==> src/design/cla_pkg.sv <==
`default_nettype none
package cla_pkg;

	localparam int LINE_DEPTH = 32;
	localparam int IDX_W = $clog2(LINE_DEPTH);
	localparam int CNT_W = $clog2(LINE_DEPTH + 1);

	localparam logic [7:0] CH_CR   = 8'h0D;
	localparam logic [7:0] CH_LF   = 8'h0A;
	localparam logic [7:0] CH_STAR = 8'h2A;
	localparam logic [7:0] CH_SEMI = 8'h3B;

	localparam int SUM_SHIFT = 3;

	localparam logic [1:0] ST_OK   = 2'd0;
	localparam logic [1:0] ST_CSUM = 2'd1;
	localparam logic [1:0] ST_OVF  = 2'd2;

	// controller to datapath
	typedef struct packed {
		logic take_byte;
		logic take_term;
		logic rd;
		logic put_data;
		logic put_term;
	} cla_cmd_t;

	// datapath to controller
	typedef struct packed {
		logic is_term;
		logic stream;
		logic out_free;
		logic rd_last;
	} cla_sts_t;

	// two shift-adds then fold the high byte into the low byte
	function automatic logic [15:0] sum_step(input logic [15:0] s, input logic [7:0] b);
		logic [15:0] t;
		t = (s << SUM_SHIFT) + {8'd0, b};
		t = (t << SUM_SHIFT) + {8'd0, b};
		return t ^ (t >> 8);
	endfunction

endpackage
`default_nettype wire

==> src/design/cla_ctrl.sv <==
`default_nettype none
module cla_ctrl (
	input  wire logic              clk,
	input  wire logic              arst_n,
	input  wire logic              in_valid,
	output logic                   in_stall,
	input  wire cla_pkg::cla_sts_t sts,
	output cla_pkg::cla_cmd_t      cmd
);

	typedef enum logic [1:0] {
		S_IDLE,
		S_RD,
		S_PUT,
		S_FIN
	} state_t;

	state_t state_q;

	assign in_stall = (state_q != S_IDLE);

	always_comb begin
		cmd = '0;
		unique case (state_q)
			S_IDLE: begin
				cmd.take_byte = in_valid && !sts.is_term;
				cmd.take_term = in_valid && sts.is_term;
			end
			S_RD:  cmd.rd = 1'b1;
			S_PUT: cmd.put_data = sts.out_free;
			S_FIN: cmd.put_term = sts.out_free;
			default: cmd = '0;
		endcase
	end

	always_ff @(posedge clk or negedge arst_n) begin
		if (!arst_n) begin
			state_q <= S_IDLE;
		end else begin
			unique case (state_q)
				S_IDLE: begin
					if (in_valid && sts.is_term)
						state_q <= sts.stream ? S_RD : S_FIN;
				end
				S_RD: state_q <= S_PUT;
				S_PUT: begin
					if (sts.out_free)
						state_q <= sts.rd_last ? S_FIN : S_RD;
				end
				S_FIN: begin
					if (sts.out_free)
						state_q <= S_IDLE;
				end
				default: state_q <= S_IDLE;
			endcase
		end
	end

endmodule
`default_nettype wire

==> src/design/cla_dpath.sv <==
`default_nettype none
module cla_dpath (
	input  wire logic              clk,
	input  wire logic              arst_n,
	input  wire logic              cfg_valid,
	input  wire logic              check_enable,
	input  wire logic [7:0]        rx_byte,
	input  wire cla_pkg::cla_cmd_t cmd,
	output cla_pkg::cla_sts_t      sts,
	output logic                   out_valid,
	input  wire logic              out_stall,
	output logic [7:0]             out_byte,
	output logic [1:0]             status,
	output logic                   last
);

	logic [7:0] mem [cla_pkg::LINE_DEPTH];

	logic                      chk_en_q;
	logic [cla_pkg::CNT_W-1:0] fill_q;
	logic                      comment_q;
	logic                      ovf_q;
	logic [15:0]               sum_q;
	logic                      star_q;
	logic [7:0]                chk_q;
	logic                      capt_q;

	logic [cla_pkg::IDX_W-1:0] rd_q;
	logic [cla_pkg::IDX_W-1:0] last_idx_q;
	logic [7:0]                rd_data_q;
	logic [7:0]                term_q;
	logic [1:0]                code_q;
	logic                      out_valid_q;
	logic [7:0]                out_byte_q;
	logic [1:0]                status_q;
	logic                      last_q;

	logic comment_nx;
	logic room;
	logic store_en;
	logic chk_fail;
	logic [cla_pkg::CNT_W-1:0] fill_m1;

	assign comment_nx = comment_q || (rx_byte == cla_pkg::CH_SEMI);
	assign room       = fill_q < cla_pkg::CNT_W'(cla_pkg::LINE_DEPTH);
	assign store_en   = cmd.take_byte && room && !comment_nx;
	assign chk_fail   = chk_en_q && !(star_q && capt_q && (sum_q[7:0] == chk_q));
	assign fill_m1    = fill_q - cla_pkg::CNT_W'(1);

	assign sts.is_term  = (rx_byte == cla_pkg::CH_CR) || (rx_byte == cla_pkg::CH_LF);
	assign sts.stream   = !ovf_q && !chk_fail && (fill_q != '0);
	assign sts.out_free = !out_valid_q || !out_stall;
	assign sts.rd_last  = (rd_q == last_idx_q);

	assign out_valid = out_valid_q;
	assign out_byte  = out_byte_q;
	assign status    = status_q;
	assign last      = last_q;

	always_ff @(posedge clk) begin
		if (store_en)
			mem[fill_q[cla_pkg::IDX_W-1:0]] <= rx_byte;
		if (cmd.rd)
			rd_data_q <= mem[rd_q];
	end

	always_ff @(posedge clk or negedge arst_n) begin
		if (!arst_n) begin
			chk_en_q   <= 1'b0;
			fill_q     <= '0;
			comment_q  <= 1'b0;
			ovf_q      <= 1'b0;
			sum_q      <= '0;
			star_q     <= 1'b0;
			chk_q      <= '0;
			capt_q     <= 1'b0;
			rd_q       <= '0;
			last_idx_q <= '0;
			code_q     <= cla_pkg::ST_OK;
			out_valid_q <= 1'b0;
		end else begin
			if (cfg_valid)
				chk_en_q <= check_enable;

			if (cmd.take_byte) begin
				comment_q <= comment_nx;
				if (!room)
					ovf_q <= 1'b1;
			end
			if (store_en) begin
				fill_q <= fill_q + cla_pkg::CNT_W'(1);
				if (!star_q) begin
					if (rx_byte == cla_pkg::CH_STAR)
						star_q <= 1'b1;
					else
						sum_q <= cla_pkg::sum_step(sum_q, rx_byte);
				end else if (!capt_q) begin
					chk_q  <= rx_byte;
					capt_q <= 1'b1;
				end
			end

			if (cmd.take_term) begin
				// settle the verdict, keep the last index, then clear the line state
				priority if (ovf_q)
					code_q <= cla_pkg::ST_OVF;
				else if (chk_fail)
					code_q <= cla_pkg::ST_CSUM;
				else
					code_q <= cla_pkg::ST_OK;
				last_idx_q <= fill_m1[cla_pkg::IDX_W-1:0];
				rd_q       <= '0;
				fill_q     <= '0;
				comment_q  <= 1'b0;
				ovf_q      <= 1'b0;
				sum_q      <= '0;
				star_q     <= 1'b0;
				chk_q      <= '0;
				capt_q     <= 1'b0;
			end

			if (cmd.put_data)
				rd_q <= rd_q + cla_pkg::IDX_W'(1);

			if (cmd.put_data || cmd.put_term)
				out_valid_q <= 1'b1;
			else if (!out_stall)
				out_valid_q <= 1'b0;
		end
	end

	always_ff @(posedge clk) begin
		if (cmd.take_term)
			term_q <= rx_byte;
		if (cmd.put_data) begin
			out_byte_q <= rd_data_q;
			status_q   <= cla_pkg::ST_OK;
			last_q     <= 1'b0;
		end else if (cmd.put_term) begin
			out_byte_q <= term_q;
			status_q   <= code_q;
			last_q     <= 1'b1;
		end
	end

endmodule
`default_nettype wire

==> src/design/command_line_assembler_with_checksum_unit.sv <==
// Command line assembler with checksum.
// Input channel: rx_byte with in_valid / in_stall; a byte is taken at an edge where
// in_valid is high and in_stall is low. CR or LF ends a line; ';' opens a comment.
// Output channel: out_byte, status, last with out_valid / out_stall. A good line comes
// out as its stored bytes (status 0) and then the terminator with last set; an
// overflowed line (status 2) or a line whose checksum fails (status 1, only when
// check_enable is set) gives the terminator alone with last set.
// Configuration: check_enable with cfg_valid / cfg_ready; cfg_ready is always high.
// Sequencing: ordinary bytes are taken back to back while in_stall is low. A line
// end is first judged; then each stored byte goes through a registered read of the
// line store and then a load of the output register, and the terminator is loaded
// last. A failed, overflowed or empty line goes from the judgement straight to the
// terminator.
// While out_stall is high the output register holds its request and the stream
// pauses; once the terminator is loaded the block takes new bytes again even if that
// request still waits. Reset clears the controller, the line state and check_enable;
// the line store holds no reset value and is only read where written in this line.
`default_nettype none
module command_line_assembler_with_checksum_unit (
	input  wire logic       clk,
	input  wire logic       arst_n,
	input  wire logic       cfg_valid,
	output logic            cfg_ready,
	input  wire logic       check_enable,
	input  wire logic       in_valid,
	output logic            in_stall,
	input  wire logic [7:0] rx_byte,
	output logic            out_valid,
	input  wire logic       out_stall,
	output logic [7:0]      out_byte,
	output logic [1:0]      status,
	output logic            last
);

	cla_pkg::cla_cmd_t cmd;
	cla_pkg::cla_sts_t sts;

	// the register write is always taken
	assign cfg_ready = 1'b1;

	// sequencing: judge the line, then step through the store
	cla_ctrl u_ctrl (
		.clk      (clk),
		.arst_n   (arst_n),
		.in_valid (in_valid),
		.in_stall (in_stall),
		.sts      (sts),
		.cmd      (cmd)
	);

	// line store, checksum, flags and output register
	cla_dpath u_dpath (
		.clk          (clk),
		.arst_n       (arst_n),
		.cfg_valid    (cfg_valid),
		.check_enable (check_enable),
		.rx_byte      (rx_byte),
		.cmd          (cmd),
		.sts          (sts),
		.out_valid    (out_valid),
		.out_stall    (out_stall),
		.out_byte     (out_byte),
		.status       (status),
		.last         (last)
	);

endmodule
`default_nettype wire

==> config.mk <==
export PLATFORM = sky130hd
export DESIGN_NAME = command_line_assembler_with_checksum_unit
export DESIGN_NICKNAME = d
export VERILOG_FILES = /design/src/design/cla_pkg.sv /design/src/design/cla_ctrl.sv /design/src/design/cla_dpath.sv /design/src/design/command_line_assembler_with_checksum_unit.sv
export SDC_FILE = /design/constraint.sdc
export NUM_CORES = 1
export LEC_CHECK = 0
export BUFFER_PORTS_ARGS = -buffer_cell sky130_fd_sc_hd__buf_2
export CORE_ASPECT_RATIO = 0.75
export CORE_UTILIZATION = 50
export DETAILED_ROUTE_END_ITERATION = 12
export PLACE_DENSITY = 0.67
export SKIP_CTS_REPAIR_TIMING = 1
export SYNTH_ARGS = -nofsm -noshare
export SYNTH_HDL_FRONTEND = slang
export SYNTH_SLANG_ARGS = --single-unit
==> constraint.sdc <==
create_clock -name clk -period 5.05 [get_ports clk]
set_input_delay 0 -clock clk [delete_from_list [all_inputs] [get_ports clk]]
set_output_delay 0 -clock clk [all_outputs]
set_load 0.1 [all_outputs]
* Word level (Yosys, flattened, before mapping)
Memory sizes are Yosys's and may differ from the RTL's. A register that Yosys moved wholly into a read port is not among the register bits. Cells that the tools add are included.
Word-level totals: bits in registers 63, memory bits (writable) 256, bits of input ports 14, word-level logic and storage cells 117, memories 1
Cells by class: reductions and logical operators 33, add/sub/neg operators 5, bitwise operators 1, order comparisons 1, equal/unequal tests 17, mux-type cells 42
Memories:
- u_dpath.mem | depth 32, bits a word 8, rd ports 1, clocked after Yosys merged registers in 1, write ports 1, line cla_dpath.sv:17 | logic [7:0] mem [cla_pkg::LINE_DEPTH];
Operator list (number):
- two-way mux 8 bit | 6
- two-way mux 10 bit | 4
- two-way mux 1 bit | 20
- adder 16 x 8 -> 16 bit | 1
- == test 8 x 4 -> 1 bit (second input constant) | 2
- == test 8 x 6 -> 1 bit (second input constant) | 2
- two-way mux 2 bit | 7
- adder 13 x 8 -> 13 bit | 1
- two-way mux 6 bit | 2
- nonzero test 2 bit | 6
- two-way mux 5 bit | 2
- XOR 10 x 8 -> 10 bit | 1
- logical AND 1 bit | 9
- AND reduction 3 bit | 3
- == test 8 bit | 1
- != test 2 x 1 -> 1 bit (second input constant) | 4
- != test 2 bit (second input constant) | 4
- case mux 2 bit (4 select lines) | 1
- zero test 1 bit | 7
- adder 6 x 1 -> 6 bit (second input constant) | 1
- less-than comparator 6 bit (second input constant) | 1
- nonzero test 6 bit | 1
- adder 5 x 1 -> 5 bit (second input constant) | 1
- == test 5 bit | 1
- 6 further kinds | 11

* Longest topological paths before layout
Gate-level depths: netlist of run 1.
depth in word-level cells 10, depth in mapped cells 12, mapped depth without buffers 12

* Modules after synthesis
A second synthesis of run 1 with hierarchy kept.
Second synthesis, totals: cells, all modules 764, area total of the unflattened synthesis 13746.9 µm²
By module, submodules not included:
- cla_dpath | cells each 745, times used 1, area each 13571.8 µm², sequential area each 9519.1 µm²
- cla_ctrl | cells each 17, times used 1, area each 163.9 µm², sequential area each 50.0 µm²
- command_line_assembler_with_checksum_unit | cells each 2, times used 1, area each 11.3 µm², sequential area each 0.0 µm²

* Worst setup path before layout of run 1
No wires, ideal clock.
kind reg2reg, start point register u_dpath.sum_q[0], end point register u_dpath.sum_q[4], setup slack 2506 ps, cell stages (with the launch flop) 11, data required time 4917 ps, library setup time 133 ps, data arrival time 2411 ps, cell sequence dfrtp_1 -> ha_1 -> inv_1 -> fa_1 -> inv_1 -> ha_1 -> o21ai_0 -> or3_4 -> or3_1 -> xnor2_1 -> o21ai_0
On the way: cells in the longest elaborated chain, start to end 7
Ends and longest elaborated chain:
- start, declared | line cla_dpath.sv:23 | logic [15:0] sum_q;
- start signal, assigned | line cla_dpath.sv:96 | sum_q <= cla_pkg::sum_step(sum_q, rx_byte);
- adder 13 x 8 -> 13 bit | line cla_pkg.sv:39 | t = (s << SUM_SHIFT) + {8'd0, b};
- adder 16 x 8 -> 16 bit | line cla_pkg.sv:40 | t = (t << SUM_SHIFT) + {8'd0, b};
- XOR 10 x 8 -> 10 bit | line cla_pkg.sv:41 | return t ^ (t >> 8);
- two-way mux 10 bit | line cla_dpath.sv:93 | if (rx_byte == cla_pkg::CH_STAR)
- two-way mux 10 bit | line cla_dpath.sv:92 | if (!star_q) begin
- two-way mux 10 bit | line cla_dpath.sv:90 | if (store_en) begin
- two-way mux 10 bit | line cla_dpath.sv:103 | if (cmd.take_term) begin
Every way passes these cells. The select of a mux whose other input is x is not followed. A chain may end at the register's enable or synchronous reset.

* Final worst setup path of run 1
start point register u_ctrl.state_q[0], end point memory u_dpath.mem[14][7] (enable)
On the way: cells in the longest elaborated chain, start to end 6
Ends and longest elaborated chain:
- start, declared | line cla_ctrl.sv:18 | state_t state_q;
- start signal, assigned | line cla_ctrl.sv:43 | state_q <= sts.stream ? S_RD : S_FIN;
- start signal, assigned | line cla_ctrl.sv:48 | state_q <= sts.rd_last ? S_FIN : S_RD;
- zero test 2 bit | line cla_ctrl.sv:24 | unique case (state_q)
- two-way mux 2 bit | line cla_ctrl.sv:24
- logical AND 1 bit (2 in a row) | line cla_dpath.sv:46 | assign store_en = cmd.take_byte && room && !comment_nx;
- two-way mux 1 bit | line cla_dpath.sv:61 | if (store_en)
- two-way mux 1 bit (not written as such) | line cla_dpath.sv:62 | mem[fill_q[cla_pkg::IDX_W-1:0]] <= rx_byte;
- end, declared | line cla_dpath.sv:17
Every way passes these cells.

==> results of run 1 <==
==> power breakdown <==
group	internal (mW)	switching, mW	leakage, nW
logic	0.967	1.38	1.67
registers	3.22	0.307	3.11
clock network	1.46	0.972	0.520
total	5.65	2.66	5.30
==> through the flow <==
stage                     power, mW  instances  utilization (%)  hold slack (ps)
after global routing           8.68       1289             56.8             2.47
final                          8.31       1289             56.8            -5.13
after global placement         5.88       1224             52.5              223
after floorplan                5.31        882                -             -296
after detailed placement       5.91       1224             52.5              221
after CTS                      8.33       1280             56.4             -382
==> final timing paths <==
check	slack (ps)	cells after the start	endpoint
worst min-delay path	-5	1	u_dpath.mem[19][6]$_DFFE_PP_
worst max register to register	1850	6	u_dpath.mem[14][7]$_DFFE_PP_
min in group asynchronous	150	2	u_dpath.last_idx_q[3]$_DFFE_PN0P_
max in group asynchronous	4170	2	u_dpath.rd_q[0]$_DFFE_PN0P_
worst max-delay path	1850	6	u_dpath.mem[14][7]$_DFFE_PP_
worst min register to register	460	2	u_dpath.status[1]$_SDFFE_PP0P_
==> critical path: stages (launching register included) <==
cell	delay [ps]
sky130_fd_sc_hd__dfrtp_1	480
sky130_fd_sc_hd__nor2_1	240
sky130_fd_sc_hd__nand2_1	130
sky130_fd_sc_hd__nor3_1	120
sky130_fd_sc_hd__and3_1	490
sky130_fd_sc_hd__nand2_1	410
sky130_fd_sc_hd__nor3_1	950
==> cell families after synthesis <==
logic type	Yosys count	share of synthesized area [%]
AOI/OAI and AO/OA	116	5.57
and+or+nand+nor	206	7.03
other	1	0.0272
adders and majority gates	17	1.65
muxes	99	10.9
buffers and inverters	69	2.46
DFF	327	69.4
xor gates and xnor gates	47	2.98
==> metal layers <==
| layer | vias to the layer above | part of all wire, % | global-route usage (%) |
|---|---|---|---|
| met1 | 3837 | 47 | 33.4 |
| met5 | - | 0 | 0 |
| met2 | 290 | 43 | 31.1 |
| met3 | 50 | 7.3 | 4.03 |
| li1 | 3440 | - | - |
| met4 | 0 | 2.0 | 5.12 |
==> cells in the final DEF (no fill, tap or decap), types with 3 or more instances in the layout <==
cell | netlist | final
sky130_fd_sc_hd__nor4_1 | 4 | 4
sky130_fd_sc_hd__xor2_1 | 18 | 18
sky130_fd_sc_hd__or3_1 | 3 | 3
sky130_fd_sc_hd__o221ai_1 | 36 | 36
sky130_fd_sc_hd__clkbuf_16 | 0 | 30
sky130_fd_sc_hd__nand4_1 | 8 | 8
sky130_fd_sc_hd__clkinv_2 | 0 | 6
sky130_fd_sc_hd__dlygate4sd3_1 | 0 | 9
sky130_fd_sc_hd__clkinv_1 | 1 | 5
sky130_fd_sc_hd__a21oi_1 | 11 | 11
sky130_fd_sc_hd__ha_1 | 15 | 15
sky130_fd_sc_hd__mux2i_1 | 51 | 51
sky130_fd_sc_hd__a21o_1 | 4 | 4
sky130_fd_sc_hd__clkbuf_1 | 23 | 6
sky130_fd_sc_hd__inv_1 | 21 | 21
sky130_fd_sc_hd__mux2_2 | 8 | 8
sky130_fd_sc_hd__nor2_1 | 45 | 45
sky130_fd_sc_hd__nand3b_1 | 4 | 4
sky130_fd_sc_hd__dfxtp_1 | 3 | 3
sky130_fd_sc_hd__a31oi_1 | 5 | 5
sky130_fd_sc_hd__nor3_1 | 8 | 8
sky130_fd_sc_hd__nor2b_1 | 10 | 10
sky130_fd_sc_hd__mux4_2 | 40 | 40
sky130_fd_sc_hd__buf_2 | 12 | 26
sky130_fd_sc_hd__dfrtp_1 | 44 | 42
sky130_fd_sc_hd__o22ai_1 | 3 | 3
sky130_fd_sc_hd__buf_4 | 4 | 11
sky130_fd_sc_hd__xnor2_1 | 29 | 29
sky130_fd_sc_hd__o21ai_0 | 46 | 46
sky130_fd_sc_hd__nand2_1 | 80 | 80
sky130_fd_sc_hd__nand2b_1 | 5 | 5
sky130_fd_sc_hd__and2_2 | 4 | 4
sky130_fd_sc_hd__nand3_1 | 22 | 22
sky130_fd_sc_hd__edfxtp_1 | 280 | 280
sky130_fd_sc_hd__bufinv_16 | 0 | 7
==> cell type report <==
class / instances / area, µm²
well taps: 351 / 439
inverters: 22 / 82.6
fillers: 2137 / 11700
flip-flops and latches: 327 / 9570
clock buffers: 37 / 787
repair buffers: 47 / 323
clock inverters: 19 / 279
multi-input cells: 486 / 3880
==> flip-flops by register name, summed over array words and instances (netlist names), 2 cells and up <==
register,cells
u_ctrl.state_q,2
u_dpath.chk_q,8
u_dpath.code_q,2
u_dpath.fill_q,6
u_dpath.last_idx_q,5
u_dpath.mem,256
u_dpath.out_byte,8
u_dpath.rd_data_q,8
u_dpath.rd_q,5
u_dpath.status,2
u_dpath.sum_q,10
u_dpath.term_q,8
==> results.md, run 1 <==
- The flow ran to the end, but the final reports show violations.
- The final reports fail on negative hold slack.
- The proportion of register bits with asynchronous set or reset after synthesis is 13.5%.
- The global-route wire length before repair is 45200 µm.
- TritonCTS built the clock tree.
- The number of buffers inserted by port buffering is 26.
- Timing analysis after detailed placement gives a worst setup slack of 1720 ps.
- The netlist area before placement is 13800 µm².
- The type of the worst setup path is reg -> reg.
- Setup repair after global routing left no endpoint under its margin.
- The routed length per instance is 23.0 µm.
- In this run the worst hold path is classified as in -> reg.
- The cell leakage power is 5.30 nW.
- The floorplan step set the die width to 194 µm.
- The number of flops mapped to enable cells by yosys is 280.
- Yosys instantiated no cell more often than sky130_fd_sc_hd__edfxtp_1.
- The final number of setup-violating endpoints is 0.
- CTS built an H-tree with a depth of 1.
- Once the floorplan was initialized, standard cells occupied 51.0% of the core.
- The root buffer selected by CTS is sky130_fd_sc_hd__clkbuf_16.
- The number of max-slew violations in the final report was 0.
- The worst hold path begins at rx_byte[6].
- For the final routed database, the setup TNS stands at 0 ps.
- Global routing used 21.4% of the available tracks.
- The net count of the finished layout is 945.
- Across all hold checks on the routed design, the worst slack comes to -5.13 ps.
- The via count of the first global-routing pass is 7301.
- The maximum operating frequency is 0.312 GHz.
- The placement-stage cell area is 14200 µm².
- Counting distinct cell types in the post-synthesis netlist gives 54.
- The clock latency on the worst-skew pair is 570 ps.
- The arrival time at the worst endpoint is 3380 ps.
- The kind of capture point of the worst setup path is a register.
- For this design, the sink count on the clock tree is 327.
- The slew at the pin closest to its max-slew limit is 1150 ps.
- The worst flop-to-flop path startpoint is u_ctrl.state_q[0]$_DFFE_PN0P_.
- The max capacitance violation total is 0.
- The worst path uses 63.4% of the clock period.
- The worst setup margin is 1850 ps.
- Ranked by instance count, the synthesized netlist is headed by sky130_fd_sc_hd__edfxtp_1 (280), sky130_fd_sc_hd__nand2_1 (80), sky130_fd_sc_hd__mux2i_1 (51).
- 28 I/O pins were placed.
- In this run the deepest clock path goes through 3 buffers.
- In the synthesized netlist the dominant register cell turns out to be sky130_fd_sc_hd__edfxtp_1.
- The worst vdd rail ir drop is 319 µV.
- The share of synthesized area in the top cell type comes to 61.0%.
- The largest fanout of any net on the critical path is 13.
- The relative slew slack is 23.3%.
- The global-route congestion overflow total is 0.
- STA puts the critical path data required time at 5220 ps.
- The summed area of non-filler cells in the final layout is 15400 µm².
- The Yosys step of the flow raised 0 warnings.
- For this run, design rule violations remaining after detail routing come to 0.
- The congestion estimate from routability-driven global placement came to 0.831.
- The gate count of the mapped netlist is 882.
- The power per unit of standard cell area is 541 nW/µm².
- Row generation in the floorplan step produced 52 rows.
- Clock skew on the completed layout was measured at 24.1 ps.
- Of the cells placed in the final design, the portion with a size suffix greater than 1 is 15.5%.
- The core area is 27100 µm².
- Summing over every cut layer, the via total after detailed routing is 7617.
- Counting the buffers created by CTS gives 30.
- The number of nets in the synthesized netlist is 913.
- The detailed-routing iteration count for the pre-antenna-repair pass is 5.
- Tracing the worst setup path back leads to its startpoint at u_ctrl.state_q[0]$_DFFE_PN0P_.
- The number of antenna violations at the first check in global routing is 0.
- The share of the Yosys chip area taken by registers is 69.4%.
- The number of antenna diodes in the final layout is 0.
- Entering global routing, the biggest net connects 45 pins.
- The number of failing hold endpoints at the final stage is 6.
- The count of routing violations after the opening detailed-route iteration is 744.
- The clock slew seen by the registers of the worst setup and hold paths is 60 ps.
- Once detail routing completed, the nets flagged for antenna violations numbered 0.
- The worst setup path is launched from a register.
- The minimum clock period is 3200 ps.
- The number of vias per cell after detailed routing is 5.91.
- The total detailed-routing wirelength is 29700 µm.
- The area added between synthesis and finish is 11.4%.
- The area enclosed by the die boundary is 28300 µm².
- The wire-length estimate of the detail-placed layout is 18700 µm.
- Each instance of the synthesized netlist takes up on average 15.6 µm².
- The library cell occupying the most area in the post-synthesis netlist is sky130_fd_sc_hd__edfxtp_1.
- In this run, synthesis produced a sequential element count of 327.
- By area the synthesized netlist is led by sky130_fd_sc_hd__edfxtp_1 (61%), sky130_fd_sc_hd__dfrtp_1 (8.0%), sky130_fd_sc_hd__mux4_2 (6.5%).
- The floorplan step set the die height to 146 µm.
Power figures use the tool's default switching activity.
==> run 2, diff against run 1 <==
Clock period 5.05 ns to 3.1 ns, I/O delays scaled along.
==> run 2 against run 1 <==
  * The run still ends with negative hold slack left
  * Via count up 1.9%
  * Fmax up 17%
  * Die area unchanged
  * Clock skew down 10 ps
  * Count of clock-buffer cells in the layout up 5
  * Sequential power up 60%
  * Cell count up 3.6%
  * Worst setup slack worse by 1500 ps
  * Hold slack better by 3.9 ps
  * Combinational power up 68%
  * Core utilization up 1.1 points
  * Critical path type unchanged
  * Largest power group unchanged
==> results.md, run 2 (synthesis results as in run 1) <==
- The width of the die is 194 µm (unchanged).
- The worst vdd rail ir drop is 545 µV (was 319 µV).
- List of cells traversed by the critical path: ha_1 -> inv_1 -> fa_1 -> inv_1 -> ha_1 -> nor2_1 -> o21ai_0 -> o21ai_0 -> or3_4 -> or3_1 -> xnor2_1 -> o21ai_0 (was nor2_1 -> nand2_1 -> nor3_1 -> and3_1 -> nand2_1 -> nor3_1).
- The clock latency on the worst-skew pair is 560 ps (was 570 ps).
- The deepest level of the CTS H-tree is 1 (unchanged).
- The flip-flop count of the largest register, all copies and words added is 256 (unchanged).
- The dominant cell type by count on the critical path is sky130_fd_sc_hd__o21ai_0.
- Violations in the final reports: negative hold slack (unchanged).
- The placement-stage cell area is 14500 µm² (was 14200 µm²).
- The delay of the slowest cell on the worst path is 410 ps (was 950 ps).
- The net count of the finished layout is 991 (was 945).
- The final number of setup-violating endpoints is 0 (unchanged).
- The core area is 27100 µm² (unchanged).
- The number of antenna violations at the first check in global routing is 1 (was 0).
- The arrival time at the worst endpoint is 3140 ps (was 3380 ps).
- The count of routing violations after the opening detailed-route iteration came to 678 (was 744).
- The number of cells on the critical path is 12 (was 6).
- The type of the worst setup path is reg -> reg (unchanged).
- The largest fanout of any net on the critical path is 4 (was 13).
- The number of buffers inserted by port buffering came to 26 (unchanged).
- The worst path buffer plus inverter count came to 2 (was 0).
- The relative slew slack is 31.8% (was 23.3%).
- The deepest clock path buffer count is 3 (unchanged).
- The root buffer selected by CTS was sky130_fd_sc_hd__clkbuf_16 (unchanged).
- The summed area of non-filler cells in the final layout is 15700 µm² (was 15400 µm²).
- The kind of capture point of the worst setup path was a register (unchanged).
- The starting utilization of the core area is 51.0% (unchanged).
- The global-route congestion overflow total is 0 (unchanged).
- The maximum operating frequency came to 0.366 GHz (was 0.312 GHz).
- The minimum clock period came to 2730 ps (was 3200 ps).
- The clock slew seen by the registers of the worst setup and hold paths is 70 ps (was 60 ps).
- The number of failing hold endpoints at the final stage came to 1 (was 6).
- The CTS tree was built (unchanged).
- The total detailed-routing wirelength is 29600 µm (was 29700 µm).
- The area added between synthesis and finish was 13.6% (was 11.4%).
- The worst path required time is 3510 ps (was 5220 ps).
- The number of vias after detailed routing was 7765 (was 7617).
- The count of cells along the worst register-to-register path is 12 (was 6).
- The number of core rows is 52 (unchanged).
- Run status: finished with violations (unchanged).
- The critical path launch point type is a register (unchanged).
- The total clock buffers created by CTS is 31 (was 30).
- The share of cells above drive strength 1 is 18.8% (was 15.5%).
- The half-perimeter wire length after detailed placement came to 19200 µm (was 18700 µm).
- The routed length per instance came to 22.2 µm (was 23.0 µm).
- The via count of the first global-routing pass came to 7343 (was 7301).
- The placer's final routability congestion estimate is 0.893 (was 0.831).
- The commonest non-fill, non-tap cell in the layout was sky130_fd_sc_hd__edfxtp_1 (unchanged).
- The worst clock skew is 14.0 ps (was 24.1 ps).
- The number of vias per cell after detailed routing is 5.81 (was 5.91).
- The total I/O pin count was 28 (unchanged).
- The global-route usage over all layers is 21.3% (was 21.4%).
- The minimum hold slack was -1.20 ps (was -5.13 ps).
- The detailed-routing iteration count for the pre-antenna-repair pass is 5 (unchanged).
- The global-route wire length before repair came to 45200 µm (about the same).
- The number of max-slew violations in the final report is 0 (unchanged).
- The area enclosed by the die boundary came to 28300 µm² (unchanged).
- The cell leakage power was 5.51 nW (was 5.30 nW).
- The master of the slowest instance on the critical path is sky130_fd_sc_hd__or3_4 (was sky130_fd_sc_hd__nor3_1).
- Setup repair after global routing missed its margin: no (unchanged).
- The number of clock sinks came to 327 (unchanged).
- Commonest cells after routing, fill and taps aside: sky130_fd_sc_hd__edfxtp_1 (280), sky130_fd_sc_hd__nand2_1 (80), sky130_fd_sc_hd__buf_4 (53), sky130_fd_sc_hd__mux2i_1 (51), sky130_fd_sc_hd__o21ai_0 (46) (was sky130_fd_sc_hd__edfxtp_1 (280), sky130_fd_sc_hd__nand2_1 (80), sky130_fd_sc_hd__mux2i_1 (51), sky130_fd_sc_hd__o21ai_0 (46), sky130_fd_sc_hd__nor2_1 (45)).
- The power per unit of standard cell area is 856 nW/µm² (was 541 nW/µm²).
- The final clock period utilization by the worst path was 88.2% (was 63.4%).
- The max capacitance violation total is 0 (unchanged).
- The worst min-delay path category is in -> reg (unchanged).
- The number of cells traversed by the worst hold path is 4 (was 1).
- The kind of cell with the highest combined delay on the critical path was adder cells (was simple AND/OR/NAND/NOR gates).
- The maximum number of pins on one net before global-route repair is 55 (was 45).
- The number of nets with antenna violations after detailed routing is 0 (unchanged).
- The slew at the pin closest to its max-slew limit came to 1020 ps (was 1150 ps).
- The sum of negative setup slack is 0 ps (unchanged).
- The DRC violation count after routing came to 0 (unchanged).
- The y dimension of the die is 146 µm (unchanged).
==> run 2: cell count changes in the layout (fill, tap and decap cells not counted), moves of 2 or more <==
cell / delta
sky130_fd_sc_hd__diode_2: +2
sky130_fd_sc_hd__dlygate4sd3_1: +3
sky130_fd_sc_hd__bufinv_16: -3
sky130_fd_sc_hd__buf_4: +42
sky130_fd_sc_hd__clkbuf_1: +3
==> run 2: routing by layer <==
metal  vias to the layer above  part of all wire, %  GRT usage [%]
met3                        43                  7.4           3.50
met5                         -                    0              0
met1                      3894                   48           33.9
met4                         0                  1.7           4.28
met2                       293                   43           31.1
li1                       3535                    -              -
==> run 2: path summary, 6_finish.rpt <==
| kind | from | to | slack [ps] |
|---|---|---|---|
| setup / recovery | u_dpath.sum_q[0]$_DFFE_PN0P_ | u_dpath.sum_q[4]$_DFFE_PN0P_ | 370 |
| hold / removal | rx_byte[3] | u_dpath.chk_q[3]$_DFFE_PN0P_ | -1 |
| min in group asynchronous | arst_n | u_dpath.chk_q[3]$_DFFE_PN0P_ | 170 |
| max in group asynchronous | arst_n | u_dpath.rd_q[0]$_DFFE_PN0P_ | 2180 |
| setup reg to reg | u_dpath.sum_q[0]$_DFFE_PN0P_ | u_dpath.sum_q[4]$_DFFE_PN0P_ | 370 |
| hold reg to reg | u_dpath.status[0]$_SDFFE_PP0P_ | u_dpath.status[0]$_SDFFE_PP0P_ | 470 |
==> run 2: layout make-up <==
cell class / instances / area [µm²]
Sequential cell: 327 / 9570
Clock buffer: 42 / 837
Fill cell: 2083 / 11400
Timing Repair Buffer: 92 / 668
Antenna cell: 2 / 5.00
Tap cell: 351 / 439
Inverter: 22 / 82.6
Clock inverter: 14 / 176
Multi-Input combinational cell: 486 / 3880
==> run 2: power breakdown <==
part	leakage (nW)	total (mW)	internal (mW)	switching, mW
logic	1.90	3.95	1.64	2.31
registers	3.11	5.66	5.25	0.412
clock network	0.498	3.79	2.22	1.57
==> run 2: per-stage QoR <==
step           power [mW]  setup slack, ps  cells  util (%)  hold slack (ps)
6_report             13.4              365   1336      57.9            -1.20
3_3_place_gp         9.64              402   1266      53.7              230
3_5_place_dp         9.67              370   1266      53.7              237
5_1_grt              14.0              136   1335      57.9             18.3
4_1_cts              13.5              368   1322      57.4             -350
2_1_floorplan        8.65              556    882         -             -296
==> run 2: worst min-delay path, delay by kind of cell <==
family | cells | cell delay (ps)
AO/OA/AOI/OAI | 1 | 80
buffers and inverters | 3 | 410
